--- src/rtl/smm_ram.sv ---
module smm_ram #(
   parameter int WIDTH = 32,
   parameter int DEPTH = 64,
   localparam int AW = (DEPTH > 1) ? $clog2(DEPTH) : 1
) (
   input  logic             clock,
   input  logic             we,
   input  logic [AW-1:0]    waddr,
   input  logic [WIDTH-1:0] wdata,
   input  logic [AW-1:0]    raddr,
   output logic [WIDTH-1:0] rdata
);

   logic [WIDTH-1:0] mem_ff [DEPTH];
   logic [WIDTH-1:0] rdata_ff;

   // One write port and one registered read port.
   always_ff @(posedge clock) begin
      if (we) begin
         mem_ff[waddr] <= wdata;
      end
      rdata_ff <= mem_ff[raddr];
   end

   assign rdata = rdata_ff;

endmodule

--- config.mk ---
export PLATFORM = sky130hd
export DESIGN_NAME = smm_ram
export DESIGN_NICKNAME = d
export VERILOG_FILES = /design/src/rtl/smm_ram.sv
export SDC_FILE = /design/constraint.sdc
export NUM_CORES = 2
export LEC_CHECK = 0
export BUFFER_PORTS_ARGS = -buffer_cell sky130_fd_sc_hd__buf_2
export CORE_MARGIN = 2
export CORE_UTILIZATION = 35
export CTS_CLUSTER_SIZE = 30
export DETAILED_ROUTE_END_ITERATION = 8
export HOLD_SLACK_MARGIN = 0.12
export PLACE_DENSITY = 0.53
export SLEW_MARGIN = 10
export SYNTH_ARGS = -nofsm -noshare
export SYNTH_HDL_FRONTEND = slang
export SYNTH_SLANG_ARGS = --single-unit
--- constraint.sdc ---
create_clock -name clock -period 5.1 [get_ports clock]
set_clock_uncertainty 0.15 [all_clocks]
set_input_delay 0.51 -clock clock [delete_from_list [all_inputs] [get_ports clock]]
set_output_delay 0.51 -clock clock [all_outputs]
set_load 0.01 [all_outputs]
Yosys cells after proc, flatten, opt, wreduce, memory -nomap -nowiden --
Memory sizes are Yosys's and may differ from the RTL's. A register that Yosys moved wholly into a read port is not among the register bits. Index checks and enable logic that the tools add are counted.
Cells by class: mux-type cells 2
Operator list (number):
- $mux W1 | 2
Word-level totals: flip-flop bits (word level) 0, memory bits (writable) 2048, input bits 46, output and inout bits 32, logic and storage cells 3, memories kept 1
Memories:
- mem_ff | words 64, bits a word 32, read ports 1, clocked after Yosys merged registers in 1, write ports 1, line 14 | logic [WIDTH-1:0] mem_ff [DEPTH];

Depth between registers and ports, before layout --
depth in word-level cells 2, depth in mapped cells 10, mapped depth without buffers 5

Least setup slack after synthesis --
OpenSTA, ideal clock, no wires.
path type input -> register, from in waddr[3], to mem mem_ff[48][0] (enable), library setup time 0.461 ns, data arrival time 3.209 ns, data required time 4.489 ns, slack 1.280 ns, stages 4, path buffers 1, path through clkbuf_1 nor2b_1 nand4b_1 nor3_1
RTL lines:
- from (decl) | line 8 | input logic [AW-1:0] waddr,
- to (decl) | line 14
Straight into the memory's write port.

Final worst setup path --
from in waddr[1], to mem mem_ff[43][4] (enable)
Straight into the memory's write port.

==> flow_summary.toml <==
[logic_synthesis]
synth_top_family_by_area = "multiplexers"
synth_fa_ha_area_share_pct = 0
syn_area_sq_um = 78500
ys_async_sr_fraction_pct = 0
synth-edff-count = 2048
avgSynthCellArea_sq_um = 23.6
synth_top_area_cell = "edfxtp_1"
synth_compound_area_share_pct = 1.67
yosysTopAreaCellShare_pct = 78.3
yosys_warnings = 0
synth_flop_cell = "edfxtp_1"
synth_cells = 3324
ys_types = 34
synth-seq-cells = 2080
ys_seq_area_share_pct = 79.1
synthMuxAreaShare_pct = 16.8
synth_area_leaders = "edfxtp_1 78%, mux4_2 16%, mux2i_1 1.2%"
synth-simple-area-share_pct = 1.27
syn_nets = 3370
synthXorXnorAreaFrac_pct = 0

[worst_setup_path]
required_ps = 5430
critPathTopFamily = "simple AND/OR/NAND/NOR gates"
crit_chain = "dlygate4sd3_1 > buf_2 > nor2b_1 > nand3_1 > nor2_4 > buf_4"
slowest_delay_ps = 830
path_max_fanout = 19
arrival_ps = 3740
cp_slowest_cell = "nor2_4"
end_kind = "register"
crit_type = "in -> reg"
crit_buf_inv = 3
worstSetupStartpointType = "input port"

[drt]
drtPass1Iterations = 6
routed_wl_microns = 212000
ant_nets = 0
num_vias = 36800
drt_iter0_markers = 3969
drt-wirelength-per-cell_microns = 31.2
drc = 0
drt-vias-per-instance = 5.41

[cts]
clockRootBuffer = "clkbuf_16"
htreeDepth = 4
cts_resized = 0
cts_post_setup_buffers_inserted = 0
clockBufferDepth = 3
clk_pin_slew_ps = 60
insertion_delay_ps = 850
cts-buffers-inserted = 208
clkSinkCount = 2080
cts_tree = "built"

[finish]
layout_common_cells = "2048 x edfxtp_1, 544 x mux4_2, 211 x clkbuf_16, 181 x buf_4, 93 x mux2i_1"
synthToLayoutAreaGrowth_pct = 15.4
utilization_pct = 40.7
layout_commonest_cell = "edfxtp_1"
drive_above_1_share_pct = 30.8
finalInstanceArea_sq_um = 90600
fin_nets = 3683

[global_routing]
gr-total-overflow = 0
grt_busiest_layer = "met2"
grt_max_degree = 69
grt_pass1_wl_microns = 298000
met3_usage_pct = 2.85
grt_pass1_vias = 37600
grt_usage_pct = 18.4
grt_use_met1_pct = 26.0
antenna_found_initial = 13
grt_use_met2_pct = 29.6

[floorplanning]
coreArea_sq_um = 223000
die-area_sq_um = 228000
die_width_microns = 478
ios = 78
std_cell_rows = 173
die_h_microns = 478
initial_core_util_pct = 35.3

[placement]
numPortBuffers = 77
gp_congestion = 0.783
dpl-instance-area_sq_um = 84000
dpl.hpwl_microns = 124000

[sta]
timing.fmax_mhz = 293
hold-worst-slack_ps = 170
min_period_over_period_pct = 67.0
tns_ps = 0
hold_violations = 0
tightest_slew_ps = 1250
relSlewSlack_pct = 16.9
fin_crit_ps = 3420
finalSetupViolCount = 0
drv_slew = 0
rsz0062_at_grt = "false"

[pwr]
power_uw = 35500
ir_drop_mv = 0.388
p_leak_uw = 0.0280
power.density_nw_per_um2 = 392

[worst_hold_path]
hold_class = "in -> reg"

[job]
cap_violations = 0

[outcome]
status = "finished, final reports clean"
[registers in the layout, summed over array words and instances, names as in the netlist]
| signal | count |
|---|---|
| mem_ff | 2048 |
| rdata | 32 |
[per-layer routing]
metal	wire (microns)	up-vias
li1	-	14900
met1	92300	20400
met2	102000	1185
met3	11600	277
met4	5460	6
met5	36	-
[logic make-up after synthesis]
group | after synthesis
flip-flops | 2080
buffers and inverters | 182
AND/OR/NAND/NOR | 223
multiplexers | 637
AO/OA/AOI/OAI | 202
[Yosys cell counts, types with 2 or more instances]
master and n:
a21oi_1 62, a22oi_1 12, a311oi_1 8, a41o_1 4, and2_1 2, and3_1 4, buf_1 21, buf_2 57
buf_4 25, buf_6 5, clkbuf_1 74, dfxtp_1 32, edfxtp_1 2048, mux2i_1 93, mux4_2 544, nand2_1 26
nand2b_1 8, nand3_1 5, nand3b_1 5, nand4_1 2, nor2_1 137, nor2b_1 15, nor3_1 7, o221ai_1 27
o22ai_1 84, o32ai_1 4, or3_1 3, or3b_1 2, or3b_2 3
[where the power goes]
group | internal, uW | total (uW) | switching (uW)
Sequential | 18900 | 19000 | 89.1
Combinational | 660 | 1790 | 1130
Clock | 8220 | 14700 | 6520
Total | 27800 | 35500 | 7730
[final cells by class]
| cell class | instances | area (sq um) |
|---|---|---|
| clock buffer | 287 | 5650 |
| clock inverter | 100 | 880 |
| multi-input combinational | 1062 | 16000 |
| timing repair buffer | 285 | 2260 |
| fill | 19500 | 132000 |
| antenna | 7 | 17.5 |
| tap | 2975 | 3720 |
| sequential | 2080 | 62100 |
[stage by stage]
step / worst slack (ps) / instances
finish: 1680 / 6796
global route: 1640 / 6792
CTS: 1750 / 6785
detailed placement: 1130 / 6394
global placement: 1180 / 6391
floorplan: 1280 / 3324
[what timing repair did]
item                       4_1_cts  5_1_grt
hold buffers                     4        2
setup endpoints to repair        0        0
hold endpoints to repair        17       57
[final timing paths]
check	slack (ps)	to	cells past startpoint	startpoint
worst max-delay path	1680	mem_ff[43][4]	6	waddr[1]
worst min-delay path	170	mem_ff[11][7]	2	wdata[7]
worst max register to register	2600	rdata[1]	4	mem_ff[15][1]
worst min register to register	620	rdata[8]	4	mem_ff[29][8]
Note: power is estimated with default switching activity, not from simulation.
