`src/rtl/smm_pkg.sv`:
```
package smm_pkg;

   // Largest matrix dimension the stores are built for.
   localparam int SMM_MAX_SIZE = 8;

   // Field widths of the stream and configuration ports.
   localparam int FUNC_W  = 2;
   localparam int IDX_W   = 3;
   localparam int VAL_W   = 32;
   localparam int SIZE_W  = 4;
   localparam int TDATA_W = 40;

   localparam logic [SIZE_W-1:0] SIZE_RESET = 4'd8;

   // Operation codes carried in tuser.
   localparam logic [FUNC_W-1:0] FUNC_WRITE_FIRST  = 2'd0;
   localparam logic [FUNC_W-1:0] FUNC_WRITE_SECOND = 2'd1;
   localparam logic [FUNC_W-1:0] FUNC_COMPUTE      = 2'd2;

   // Position of one read beat inside the dot product of one element.
   typedef struct packed {
      logic first;
      logic last;
   } smm_tag_type;

endpackage

```
`src/rtl/smm_mac.sv`:
```
module smm_mac (
   input  logic                      clock,
   input  logic                      reset,
   input  logic                      rd_valid,
   input  smm_pkg::smm_tag_type      rd_tag,
   input  logic [smm_pkg::VAL_W-1:0] a,
   input  logic [smm_pkg::VAL_W-1:0] b,
   output logic                      res_valid,
   output logic [smm_pkg::VAL_W-1:0] res
);
   import smm_pkg::*;

   logic              prod_valid_ff;
   smm_tag_type       prod_tag_ff;
   logic [VAL_W-1:0]  prod_ff;
   logic [VAL_W-1:0]  acc_ff;
   logic [VAL_W-1:0]  acc_in;
   logic [2*VAL_W-1:0] full_prod;

   // Multiply stage; only the low word matters for a wrapping sum.
   assign full_prod = a * b;

   always_ff @(posedge clock) begin
      if (reset) begin
         prod_valid_ff <= 1'b0;
      end else begin
         prod_valid_ff <= rd_valid;
      end
      prod_tag_ff <= rd_tag;
      prod_ff     <= full_prod[VAL_W-1:0];
   end

   // Accumulate stage; the first term of an element restarts the sum.
   always_comb begin
      acc_in = (prod_tag_ff.first ? '0 : acc_ff) + prod_ff;
   end

   always_ff @(posedge clock) begin
      if (prod_valid_ff) begin
         acc_ff <= acc_in;
      end
   end

   assign res_valid = prod_valid_ff && prod_tag_ff.last;
   assign res       = acc_in;

endmodule

```
`config.mk`:
```
export PLATFORM = sky130hd
export DESIGN_NAME = smm_mac
export DESIGN_NICKNAME = d
export VERILOG_FILES = /design/src/rtl/smm_pkg.sv /design/src/rtl/smm_mac.sv
export SDC_FILE = /design/constraint.sdc
export NUM_CORES = 1
export LEC_CHECK = 0
export BUFFER_PORTS_ARGS = -buffer_cell sky130_fd_sc_hd__buf_2
export CORE_MARGIN = 1
export CORE_UTILIZATION = 35
export CTS_CLUSTER_SIZE = 16
export DETAILED_ROUTE_END_ITERATION = 6
export PLACE_DENSITY = 0.61
export SETUP_SLACK_MARGIN = 0.4
export SLEW_MARGIN = 20
export SYNTH_ARGS = -nofsm -noshare
export SYNTH_HDL_FRONTEND = slang
export SYNTH_SLANG_ARGS = --single-unit
```
`constraint.sdc`:
```
create_clock -name clock -period 11.7 [get_ports clock]
set_input_delay 2.925 -clock clock [delete_from_list [all_inputs] [get_ports clock]]
set_output_delay 2.925 -clock clock [all_outputs]
set_load 0.1 [all_outputs]
```
# After elaboration in Yosys (flattened, before gate mapping)
# Index checks and enable logic that the tools add are counted.
dict set report totals {
  word_cells 9
  input_bits 69
  ff_bits 67
  out_inout_bits 33
}
dict set report op_classes {
  n_reduce_logical 1
  mux 1
  addsub 1
  mul 1
}
# operator count
set ops {}
lappend ops {{$add A32 B32 Y32} 1}
lappend ops {{$mul A32 B32 Y32} 1}
lappend ops {{$mux W32} 1}
lappend ops {{$logic_and A1 B1 Y1} 1}

# Longest topological paths before layout
# Gate-level depths: netlist of run 1.
dict set report depth {
  depth_word 2
  mapped_depth 27
  ltp_nobuf 24
}

# Least setup slack after synthesis of run 1
# No wires, ideal clock.
dict set report synth_path {
  path_type {input to register}
  from {input port b[2] (netlist bit)}
  to {register prod_ff[31]}
  arrival_ns 9.173
  setup_ns 0.121
  path_stages 25
  path_slack_ns 2.407
  cell_sequence {clkbuf_1 > clkbuf_1 > and2_1 > fa_1 > inv_1 > fa_1 > fa_1 > fa_1 > inv_1 > fa_1 > inv_1 > fa_1 > inv_1 > fa_1 > fa_1 > ha_1 > buf_2 > and4_1 > a21oi_1 > o221a_2 > a21oi_1 > or2_4 > o311ai_4 > a21oi_2 > xnor2_1}
}
dict set report synth_between {
  elab_chain_cells 1
}
# element line
set synth_rtl {}
lappend synth_rtl {{start, declared} smm_mac.sv:7} ;# input logic [smm_pkg::VAL_W-1:0] b,
lappend synth_rtl {{$mul A32 B32 Y32} smm_mac.sv:21} ;# assign full_prod = a * b;
lappend synth_rtl {{net full_prod[31]} smm_mac.sv:18} ;# logic [2*VAL_W-1:0] full_prod;
lappend synth_rtl {{end signal, assigned} smm_mac.sv:30} ;# prod_ff <= full_prod[VAL_W-1:0];
lappend synth_rtl {{end, declared} smm_mac.sv:15} ;# logic [VAL_W-1:0] prod_ff;
# The timed path passes the listed nets, and every way through them passes these cells.
# A chain may end at the register's enable or synchronous reset.

# Final worst setup path of run 1
dict set report layout_path {
  from {input port b[9] (netlist bit)}
  to {register prod_ff[30]}
}
# The elaborated chain is that of the path after synthesis.

==> run_results.csv, run 1 <==
group,metric,value,unit
outcome,outcome,"completed",
cts,numCtsBuffers,9,
logic_synthesis,synth_edf_count,32,
logic_synthesis,yosysUniqueCellTypes,69,
global_route,grt_use_total,19.2,%
worst_setup_path,path_common_cell,"fa_1",
sta,drv_slew,0,
cts,cts_tree,"built",
sta,final_hold_viol_count,0,
worst_setup_path,crit_family,"adder cells",
min_path,hold_path.class,"flop to flop",
logic_synthesis,avgSynthCellArea,9.24,um^2
sta,tightestPinTransition,0.811,ns
worst_setup_path,path_buf_inv,5,
die,die_w,237,um
min_path,hp-start,"prod_ff[0]",
worst_setup_path,r2r_start,"prod_tag_ff[1]",
logic_synthesis,syn_inst,2084,
sta,tns,0,ns
sta,slew_headroom,45.9,%
routing,drt-pass1-iter-count,5,
global_route,grt_pass1_wl,84000,um
die,start_util,35.6,%
logic_synthesis,synth_ff_type,"dfxtp_1",
worst_setup_path,critPathMaxStageDelay,0.60,ns
global_route,antenna_found_initial,0,
cts,cts_sinks,67,
cts,post_cts_buffers,0,
logic_synthesis,syn-num-nets,2716,
finish,layout-drive-gt1-share,6.78,%
global_route,gr-usage-met2,33.1,%
cts,clk_latency,0.34,ns
worst_setup_path,worst_setup_path_start_kind,"input port",
worst_setup_path,required,11.91,ns
worst_setup_path,crit_path_end_kind,"flop",
worst_setup_path,slowest_stage,"fa_1",
sta,rsz0062_at_grt,"no",
worst_setup_path,cp-startpoint,"b[9]",
die,rows,85,
logic_synthesis,ys_warn_count,0,
die,dieArea,55900,um^2
cts,cts_buffer_depth,2,
die,num_io_pins,102,
routing,wl,51300,um
routing,drt_iter0_markers,826,
routing,num_vias,13867,
global_route,grt_max_degree,34,
sta,final.period_utilization,81.1,%
die,fp.dieH,237,um
logic_synthesis,async_flop_share,0,%
global_route,met1_usage,24.7,%
finish,area_growth,7.07,%
worst_setup_path,cp.arrival,9.70,ns
sta,period_minus_slack,9.49,ns
logic_synthesis,synth_area,19200,um^2
worst_setup_path,crit_path_max_fanout,23,
sta,timing.fmax,0.105,GHz
global_route,grt.busiest_layer,"met2",
place,globalplace.congestion,0.876,
cts,h-tree-depth,3,
cts,cts-root-buf,"clkbuf_16",
cts,clkTransAtPathRegs,0.06,ns
run,maxCapViolCount,0,
logic_synthesis,yosysSeqAreaShare,8.63,%
logic_synthesis,ys_seq_elements,67,
routing,drtAntennaViolNets,0,
global_route,grt_pass1_vias,15520,
die,fp.coreArea,54000,um^2
routing,drcViolationCount,0,
finish,nets,2737,
place,portBuffers,101,
global_route,grt_overflow_total,0,
place,place_hpwl,42200,um
global_route,grt.met3_usage,2.13,%
routing,wire_per_inst,18.3,um
sta,setup_viol,0,
cts,ctsResizeCount,0,
cts,hold_buffers,0,
worst_setup_path,crit_type,"input port to flop",
worst_setup_path,path_cells,"buf_2 > and2_1 > fa_1 > fa_1 > inv_1 > fa_1 > inv_1 > fa_1 > inv_1 > fa_1 > fa_1 > fa_1 > fa_1 > inv_1 > ha_1 > a21o_1 > a21oi_1 > nor3b_1 > a21boi_0 > a41oi_4 > mux2i_1 > nand3_1",
routing,viasPerCell,4.94,
sta,clock_skew,0.0100,ns
-- layout by cell type, fill, tap and decap left out, types with 3 or more instances in the layout --
| cell type | netlist | layout |
|---|---|---|
| a2111o_1 | 3 | 3 |
| clkbuf_16 | 0 | 9 |
| o21ai_0 | 25 | 25 |
| a211oi_1 | 6 | 6 |
| nand3_1 | 14 | 14 |
| fa_1 | 409 | 409 |
| a211o_1 | 3 | 3 |
| a31oi_1 | 3 | 3 |
| nor2_1 | 29 | 29 |
| and2_1 | 273 | 273 |
| dfxtp_1 | 35 | 35 |
| nand2_1 | 281 | 281 |
| inv_1 | 405 | 405 |
| a21o_1 | 18 | 18 |
| a2111oi_0 | 3 | 3 |
| nor4_1 | 4 | 4 |
| xor2_1 | 20 | 20 |
| nor2b_1 | 39 | 39 |
| a21oi_1 | 47 | 47 |
| buf_4 | 0 | 5 |
| o21a_1 | 3 | 3 |
| edfxtp_1 | 32 | 32 |
| o21ai_1 | 3 | 3 |
| buf_2 | 9 | 101 |
| xnor2_1 | 86 | 86 |
| a21oi_2 | 3 | 3 |
| ha_1 | 154 | 154 |
| nor3_1 | 16 | 16 |
| nand4_1 | 5 | 5 |
| o21bai_1 | 6 | 6 |
| and3_1 | 7 | 7 |
| nand2b_1 | 8 | 8 |
| a21boi_0 | 4 | 4 |
-- registers in the layout, summed over array words and instances, names as in the netlist --
register and flops:
acc_ff 32, prod_ff 32, prod_tag_ff 2, prod_valid_ff 1
-- stage by stage --
stage                     hold WS, ns  std cells  util [%]  instance area [um^2]  setup slack [ns]
after floorplan                 0.937       2084         -                 19200              2.41
after global placement          0.557       2790      37.6                 20300              1.98
after detailed placement        0.567       2790      37.6                 20300              1.90
after CTS                       0.581       2806      38.1                 20600              2.25
after global routing            0.623       2806      38.1                 20600              1.89
final                           0.580       2807      38.1                 20600              2.21
-- cell usage after synthesis (5+ instances only) --
cell      count  area (um^2)
fa_1        409         8190
inv_1       405         1520
nand2_1     281         1050
and2_1      273         1710
ha_1        154         1930
clkbuf_1     86          323
xnor2_1      86          753
a21oi_1      47          235
nor2b_1      39          244
dfxtp_1      35          701
edfxtp_1     32          961
nor2_1       29          109
o21ai_0      25          125
xor2_1       20          175
a21o_1       18          135
nor3_1       16         80.1
nand3_1      14         70.1
buf_2         9         45.0
nand2b_1      8         50.1
and3_1        7         43.8
a211oi_1      6         45.0
o21bai_1      6         45.0
nand4_1       5         31.3
-- layout make-up --
type                       count  area [um^2]
timing repair buffer         106          543
multi-input combinational   1516        15700
fill                        5421        33400
inverter                     405         1520
clock buffer                   9          225
antenna                        1         2.50
clock inverter                 7         91.3
sequential                    67         1660
tap                          696          871
-- cell families (layout without fill, tap and decap cells) --
family / Yosys count / count (layout) / share of synthesized area, %
DFF: 67 / 67 / 8.63
muxes: 2 / 2 / 0.111
buffers and inverters: 501 / 527 / 9.83
AOI/OAI and AO/OA: 155 / 155 / 5.70
other: 0 / 1 / 0
and+or+nand+nor: 690 / 690 / 18.4
adders and majority gates: 563 / 563 / 52.5
xor gates and xnor gates: 106 / 106 / 4.82
-- per-layer routing --
layer  vias to the layer above  routed length (um)  part of all wire [%]
met5                         -                   0                     0
met4                         0                1810                   3.5
met3                        82                2430                   4.7
met2                       365               24900                    49
met1                      7120               22200                    43
li1                       6300                   -                     -
-- final timing paths --
check	slack (ns)	end	depth (start not counted)
min	0.58	acc_ff[0]	1
max	2.21	prod_ff[30]	22
min reg2reg	0.58	acc_ff[0]	1
max reg2reg	8.29	acc_ff[30]	13
-- worst reg2reg max path, stage by stage, from the launching register on --
cell	delay [ns]
dfxtp_1	0.29
buf_4	0.23
nor2b_1	0.16
ha_1	0.20
inv_1	0.07
fa_1	0.44
nor2b_1	0.16
o31a_1	0.20
o22ai_2	0.13
a211oi_2	0.38
o31ai_2	0.15
a21oi_1	0.39
nor4_1	0.09
nor3_1	0.31
Power of run 1 is not shown: default switching activity piles up to over one toggle a cycle in this logic, so the estimate is an artifact.
==> inputs of run 2 (changes only) <==
- ABC_AREA: unset -> 1
- PLACE_DENSITY: 0.61 -> 0.6
- clock period: 11.7 -> 9.5 ns (I/O delays scaled with it)
==> run 2 against run 1 <==
  * The flow now finishes with violations (design-rule violations)
  * Worst hold slack worse by 0.018 ns
  * Critical path depth grew 3
  * Final cell count grew 24%
  * Worst setup slack worse by 1.2 ns
  * Synthesized cell count is 30% higher
  * Die area rose by 5.8%
  * Flip-flop and latch count unchanged
  * Clock skew decreased by 0.0018 ns
  * Non-clock buffer count rose by 5
  * Core utilization decreased by 0.32 points
  * Critical path type unchanged
  * Critical endpoint is now prod_ff[29]
==> run_results.csv, run 2 <==
group,metric,value,unit
die,fp.coreArea,57600,um^2
logic_synthesis,synth_ff_type,"dfxtp_1",
logic_synthesis,async_flop_share,0,%
outcome,outcome,"finished with violations",
logic_synthesis,yosysTopAreaCellShare,40.2,%
logic_synthesis,yosysSeqAreaShare,8.15,%
sta,final_hold_viol_count,0,
logic_synthesis,yosys.area.top_type,"fa_1",
die,rows,88,
min_path,hold_path.class,"flop to flop",
sta,rsz0062_at_grt,"no",
logic_synthesis,synth_common_cells,"810 x inv_1, 778 x nand2_1, 409 x fa_1, 154 x ha_1, 89 x nor2_1",
cts,clk_latency,0.34,ns
place,portBuffers,101,
cts,ctsResizeCount,0,
logic_synthesis,ys_warn_count,0,
place,globalplace.congestion,0.922,
sta,period_minus_slack,8.50,ns
global_route,grt_overflow_total,0,
finish,layout-drive-gt1-share,5.18,%
cts,cts_sinks,67,
logic_synthesis,yosysUniqueCellTypes,39,
worst_setup_path,worst_setup_path_start_kind,"input port",
cts,cts_tree,"built",
global_route,grt_pass1_vias,16645,
place,place_hpwl,46000,um
routing,num_vias,15863,
cts,clkTransAtPathRegs,0.06,ns
sta,drv_slew,0,
die,start_util,35.4,%
logic_synthesis,ys_seq_elements,67,
finish,top_regs,"acc_ff (32), prod_ff (32), prod_tag_ff (2)",
sta,final.period_utilization,89.4,%
routing,drcViolationCount,2,
cts,hold_buffers,0,
routing,drt-pass1-iter-count,7,
logic_synthesis,avgSynthCellArea,7.54,um^2
sta,tns,0,ns
die,die_w,243,um
logic_synthesis,synth_area_leaders,"fa_1 40%, inv_1 15%, nand2_1 14%",
global_route,grt_pass1_wl,90100,um
finish,area_growth,6.88,%
worst_setup_path,crit_path_max_fanout,25,
routing,wl,55800,um
die,fp.dieH,243,um
logic_synthesis,syn_inst,2702,
die,num_io_pins,102,
routing,wire_per_inst,16.0,um
cts,cts-root-buf,"clkbuf_16",
logic_synthesis,syn-num-nets,3334,
die,dieArea,59200,um^2
sta,setup_viol,0,
global_route,grt_use_total,19.4,%
finish,layout_commonest_cell,"inv_1",
logic_synthesis,synth.most_common_cell,"inv_1",
routing,viasPerCell,4.55,
finish,nets,3348,
logic_synthesis,synth_edf_count,32,
outcome,violations,"design-rule violations",
global_route,antenna_found_initial,3,
logic_synthesis,synth_area,20400,um^2
sta,slew_headroom,47.5,%
cts,h-tree-depth,3,
worst_setup_path,required,9.73,ns
run,maxCapViolCount,0,
worst_setup_path,crit_type,"input port to flop",
sta,tightestPinTransition,0.787,ns
sta,clock_skew,0.00819,ns
worst_setup_path,cp.arrival,8.72,ns
cts,numCtsBuffers,9,
worst_setup_path,crit_path_end_kind,"flop",
cts,cts_buffer_depth,2,
routing,drtAntennaViolNets,0,
finish,final-seq-area,1660,um^2
global_route,grt_max_degree,34,
sta,timing.fmax,0.118,GHz
finish,multiInputGateArea,15200,um^2
finish,final_cell_mix,"810 x inv_1, 778 x nand2_1, 409 x fa_1",
routing,drt_iter0_markers,965,
finish,fillers,6002,
cts,post_cts_buffers,0,
## run 2: changes by cell type after synthesis, sizes merged, moves of 24 or more
| cell | previous run | this run |
|---|---|---|
| and2 | 273 | 0 |
| buf | 9 | 36 |
| inv | 405 | 812 |
| nand2 | 282 | 781 |
| nand3 | 14 | 52 |
| nor2 | 29 | 90 |
| nor2b | 39 | 0 |
| xnor2 | 86 | 21 |
| xor2 | 20 | 44 |
## run 2: through the flow
step           worst slack (ns)  cell area (um^2)  hold WS (ns)  cells  utilization, %
3_3_place_gp              0.741             21500         0.550   3470            37.3
4_1_cts                    1.01             21800         0.570   3486            37.8
6_report                   1.00             21800         0.561   3489            37.8
3_5_place_dp              0.658             21500         0.555   3470            37.3
2_1_floorplan              1.03             20400         0.941   2702               -
5_1_grt                   0.611             21800         0.601   3488            37.8
## run 2: worst max-delay path: stages
cell and delay [ns]:
buf_2 0.49, nand2_1 0.17, fa_1 0.44, inv_1 0.07
fa_1 0.43, fa_1 0.51, inv_1 0.07, fa_1 0.49
inv_1 0.07, fa_1 0.51, inv_1 0.05, fa_1 0.52
inv_1 0.05, fa_1 0.49, fa_1 0.41, ha_1 0.36
nand2_1 0.10, inv_1 0.08, nand2_1 0.05, nor3_1 0.25
nand4_1 0.13, nand3_1 0.16, a21o_1 0.19, a21oi_1 0.09
xor2_1 0.14
## run 2: layout make-up
cell class	instances	area share, %
Timing Repair Buffer	111	2.67
Multi-Input combinational cell	1715	69.9
Tap cell	765	4.39
Sequential cell	67	7.63
Inverter	812	14.0
Antenna cell	3	0.0345
Clock inverter	7	0.373
Clock buffer	9	1.03
## run 2: metal layers
layer	vias up	routed length [um]	global-route usage, %
met5	-	13	0
met4	2	1240	4.72
met3	60	3950	3.02
met2	488	24700	31.1
met1	7625	25800	27.3
li1	7688	-	-
## run 2: logic make-up (layout without fill, tap and decap cells)
family          after synthesis  in the layout  synth area share, %
compound gates              137            137                 4.04
buf+inv                     920            939                 17.2
simple gates                950            950                 18.2
fa+ha+maj                   563            563                 49.6
other cells                   0              3                    0
xor+xnor                     65             65                 2.79
flops                        67             67                 8.15
## run 2: worst paths after layout
kind | from | end | slack [ns] | cells past startpoint
max | b[8] | prod_ff[29] | 1.00 | 25
max reg2reg | prod_tag_ff[1] | acc_ff[26] | 6.59 | 11
min | prod_ff[0] | acc_ff[0] | 0.56 | 1
min reg2reg | prod_ff[0] | acc_ff[0] | 0.56 | 1
Power of run 2 is left out for the same reason.
==> inputs of run 3 (changes only) <==
- ABC_AREA: 1 -> unset
- CTS_BUF_LIST: unset -> sky130_fd_sc_hd__clkbuf_4
- CTS_CLUSTER_SIZE: 16 -> 20
- PLACE_DENSITY: 0.6 -> 0.61
==> run 3 against run 2 <==
  * Register-to-register slack worse by 0.57 ns
  * Flip-flop and latch count stayed put
  * The run now ends clean
  * Maximum frequency is 2.1% lower
  * Wire length is 6.4% lower
  * Clock-buffer cell count stayed put
  * Final cell count down 19%
  * Final area down 5.6%
==> run_results.csv, run 3 (synthesized netlist as in run 1, its figures left out) <==
group,metric,value,unit
routing,wl,52200,um
outcome,outcome,"completed",
routing,drt_iter0_markers,879,
die,dieArea,55900,um^2
finish,fillers,5445,
cts,cts-root-buf,"clkbuf_4",
worst_setup_path,cp-startpoint,"b[3]",
worst_setup_path,path_cells,"buf_2 > and2_1 > fa_1 > inv_1 > fa_1 > fa_1 > fa_1 > inv_1 > fa_1 > inv_1 > fa_1 > inv_1 > fa_1 > fa_1 > ha_1 > and4_1 > a21oi_1 > o221a_2 > a21oi_1 > nor4_1 > o21bai_1 > a21oi_1 > xnor2_1",
worst_setup_path,cp-endpoint,"prod_ff[27]",
worst_setup_path,critPathMaxStageDelay,0.58,ns
sta,final.period_utilization,91.4,%
sta,drv_slew,0,
sta,whs,0.598,ns
cts,hold_buffers,0,
worst_setup_path,crit_path_max_fanout,29,
routing,drt-pass1-iter-count,5,
cts,cts_sinks,67,
sta,timing.fmax,0.115,GHz
routing,viasPerCell,4.97,
global_route,grt_overflow_total,0,
run,maxCapViolCount,0,
global_route,grt_max_degree,34,
die,fp.dieH,237,um
global_route,grt_pass1_vias,15657,
place,place_hpwl,43000,um
worst_setup_path,crit_path_end_kind,"flop",
worst_setup_path,timing.rr.end,"acc_ff[30]",
finish,nets,2754,
worst_setup_path,path_common_cell,"fa_1",
sta,rsz0062_at_grt,"no",
global_route,antenna_found_initial,1,
worst_setup_path,worst_setup_path_start_kind,"input port",
worst_setup_path,required,9.86,ns
finish,top_regs,"acc_ff (32), prod_ff (32), prod_tag_ff (2)",
place,post_dp_cell_area,20400,um^2
cts,ctsResizeCount,0,
routing,num_vias,14022,
finish,area_growth,6.83,%
finish,layout-drive-gt1-share,7.48,%
finish,fin_cells,2824,
worst_setup_path,r2r_slack,6.02,ns
cts,cts_buffer_depth,2,
die,rows,85,
worst_setup_path,r2r_start,"prod_tag_ff[1]",
sta,final_hold_viol_count,0,
sta,clock_skew,0.0127,ns
routing,drtAntennaViolNets,0,
routing,wire_per_inst,18.5,um
die,num_io_pins,102,
cts,cts_tree,"built",
worst_setup_path,cp.arrival,9.04,ns
cts,numCtsBuffers,9,
sta,slew_headroom,49.3,%
place,globalplace.congestion,0.897,
finish,layout_commonest_cell,"fa_1",
finish,stdcell_area,20600,um^2
worst_setup_path,reg2regPathDepth,13,
routing,drcViolationCount,0,
cts,post_cts_buffers,0,
worst_setup_path,slowest_stage,"fa_1",
die,fp.coreArea,54000,um^2
sta,period_minus_slack,8.68,ns
place,portBuffers,101,
cts,clkTransAtPathRegs,0.12,ns
place,placedCellCount,2807,
die,start_util,35.6,%
finish,final_cell_mix,"409 x fa_1, 405 x inv_1, 281 x nand2_1",
die,die_w,237,um
sta,tns,0,ns
global_route,grt_use_total,19.4,%
sta,setup_viol,0,
sta,tightestPinTransition,0.761,ns
min_path,hold_path.class,"flop to flop",
worst_setup_path,crit_type,"input port to flop",
global_route,grt_pass1_wl,84900,um
cts,clk_latency,0.44,ns
cts,h-tree-depth,3,
## run 3: final cells by class
cell class	count	area, um^2	share of cell area [%]
clock inverter	7	75.1	0.365
multi-input combinational	1516	15700	76.3
clock buffer	9	67.6	0.329
tap	696	871	4.24
inverter	405	1520	7.39
sequential	67	1660	8.08
timing repair buffer	123	671	3.26
antenna	1	2.50	0.0122
## run 3: per-stage QoR
step           util, %  worst slack, ns
2_1_floorplan        -            0.757
3_3_place_gp      37.8            0.433
3_5_place_dp      37.8            0.332
4_1_cts           38.1            0.836
5_1_grt           38.1            0.483
6_report          38.1            0.819
## run 3: how the worst min path moves through the flow
| stage | start | endpoint | depth (start not counted) |
|---|---|---|---|
| floorplan | prod_valid_ff | acc_ff[0] | 0 |
| detailed placement | prod_ff[0] | acc_ff[0] | 1 |
| CTS | prod_ff[0] | acc_ff[0] | 1 |
| global placement | prod_ff[0] | acc_ff[0] | 1 |
| global route | prod_ff[0] | acc_ff[0] | 1 |
| finish | prod_ff[0] | acc_ff[0] | 1 |
## run 3: worst max-delay path: cells and delay by family
kind / cells / cell delay, ns
buf+inv: 5 / 0.65
xor+xnor: 1 / 0.15
fa+ha+maj: 9 / 4.24
simple gates: 3 / 0.84
compound gates: 5 / 0.77
## run 3: metal layers
layer / global-route usage [%] / share of wire [%] / vias to the layer above
met5: 0 / 0 / -
met4: 6.57 / 3.6 / 0
met3: 1.90 / 4.0 / 81
met2: 33.4 / 48 / 370
met1: 25.5 / 44 / 7230
li1: - / - / 6341
Power of run 3 is left out for the same reason.
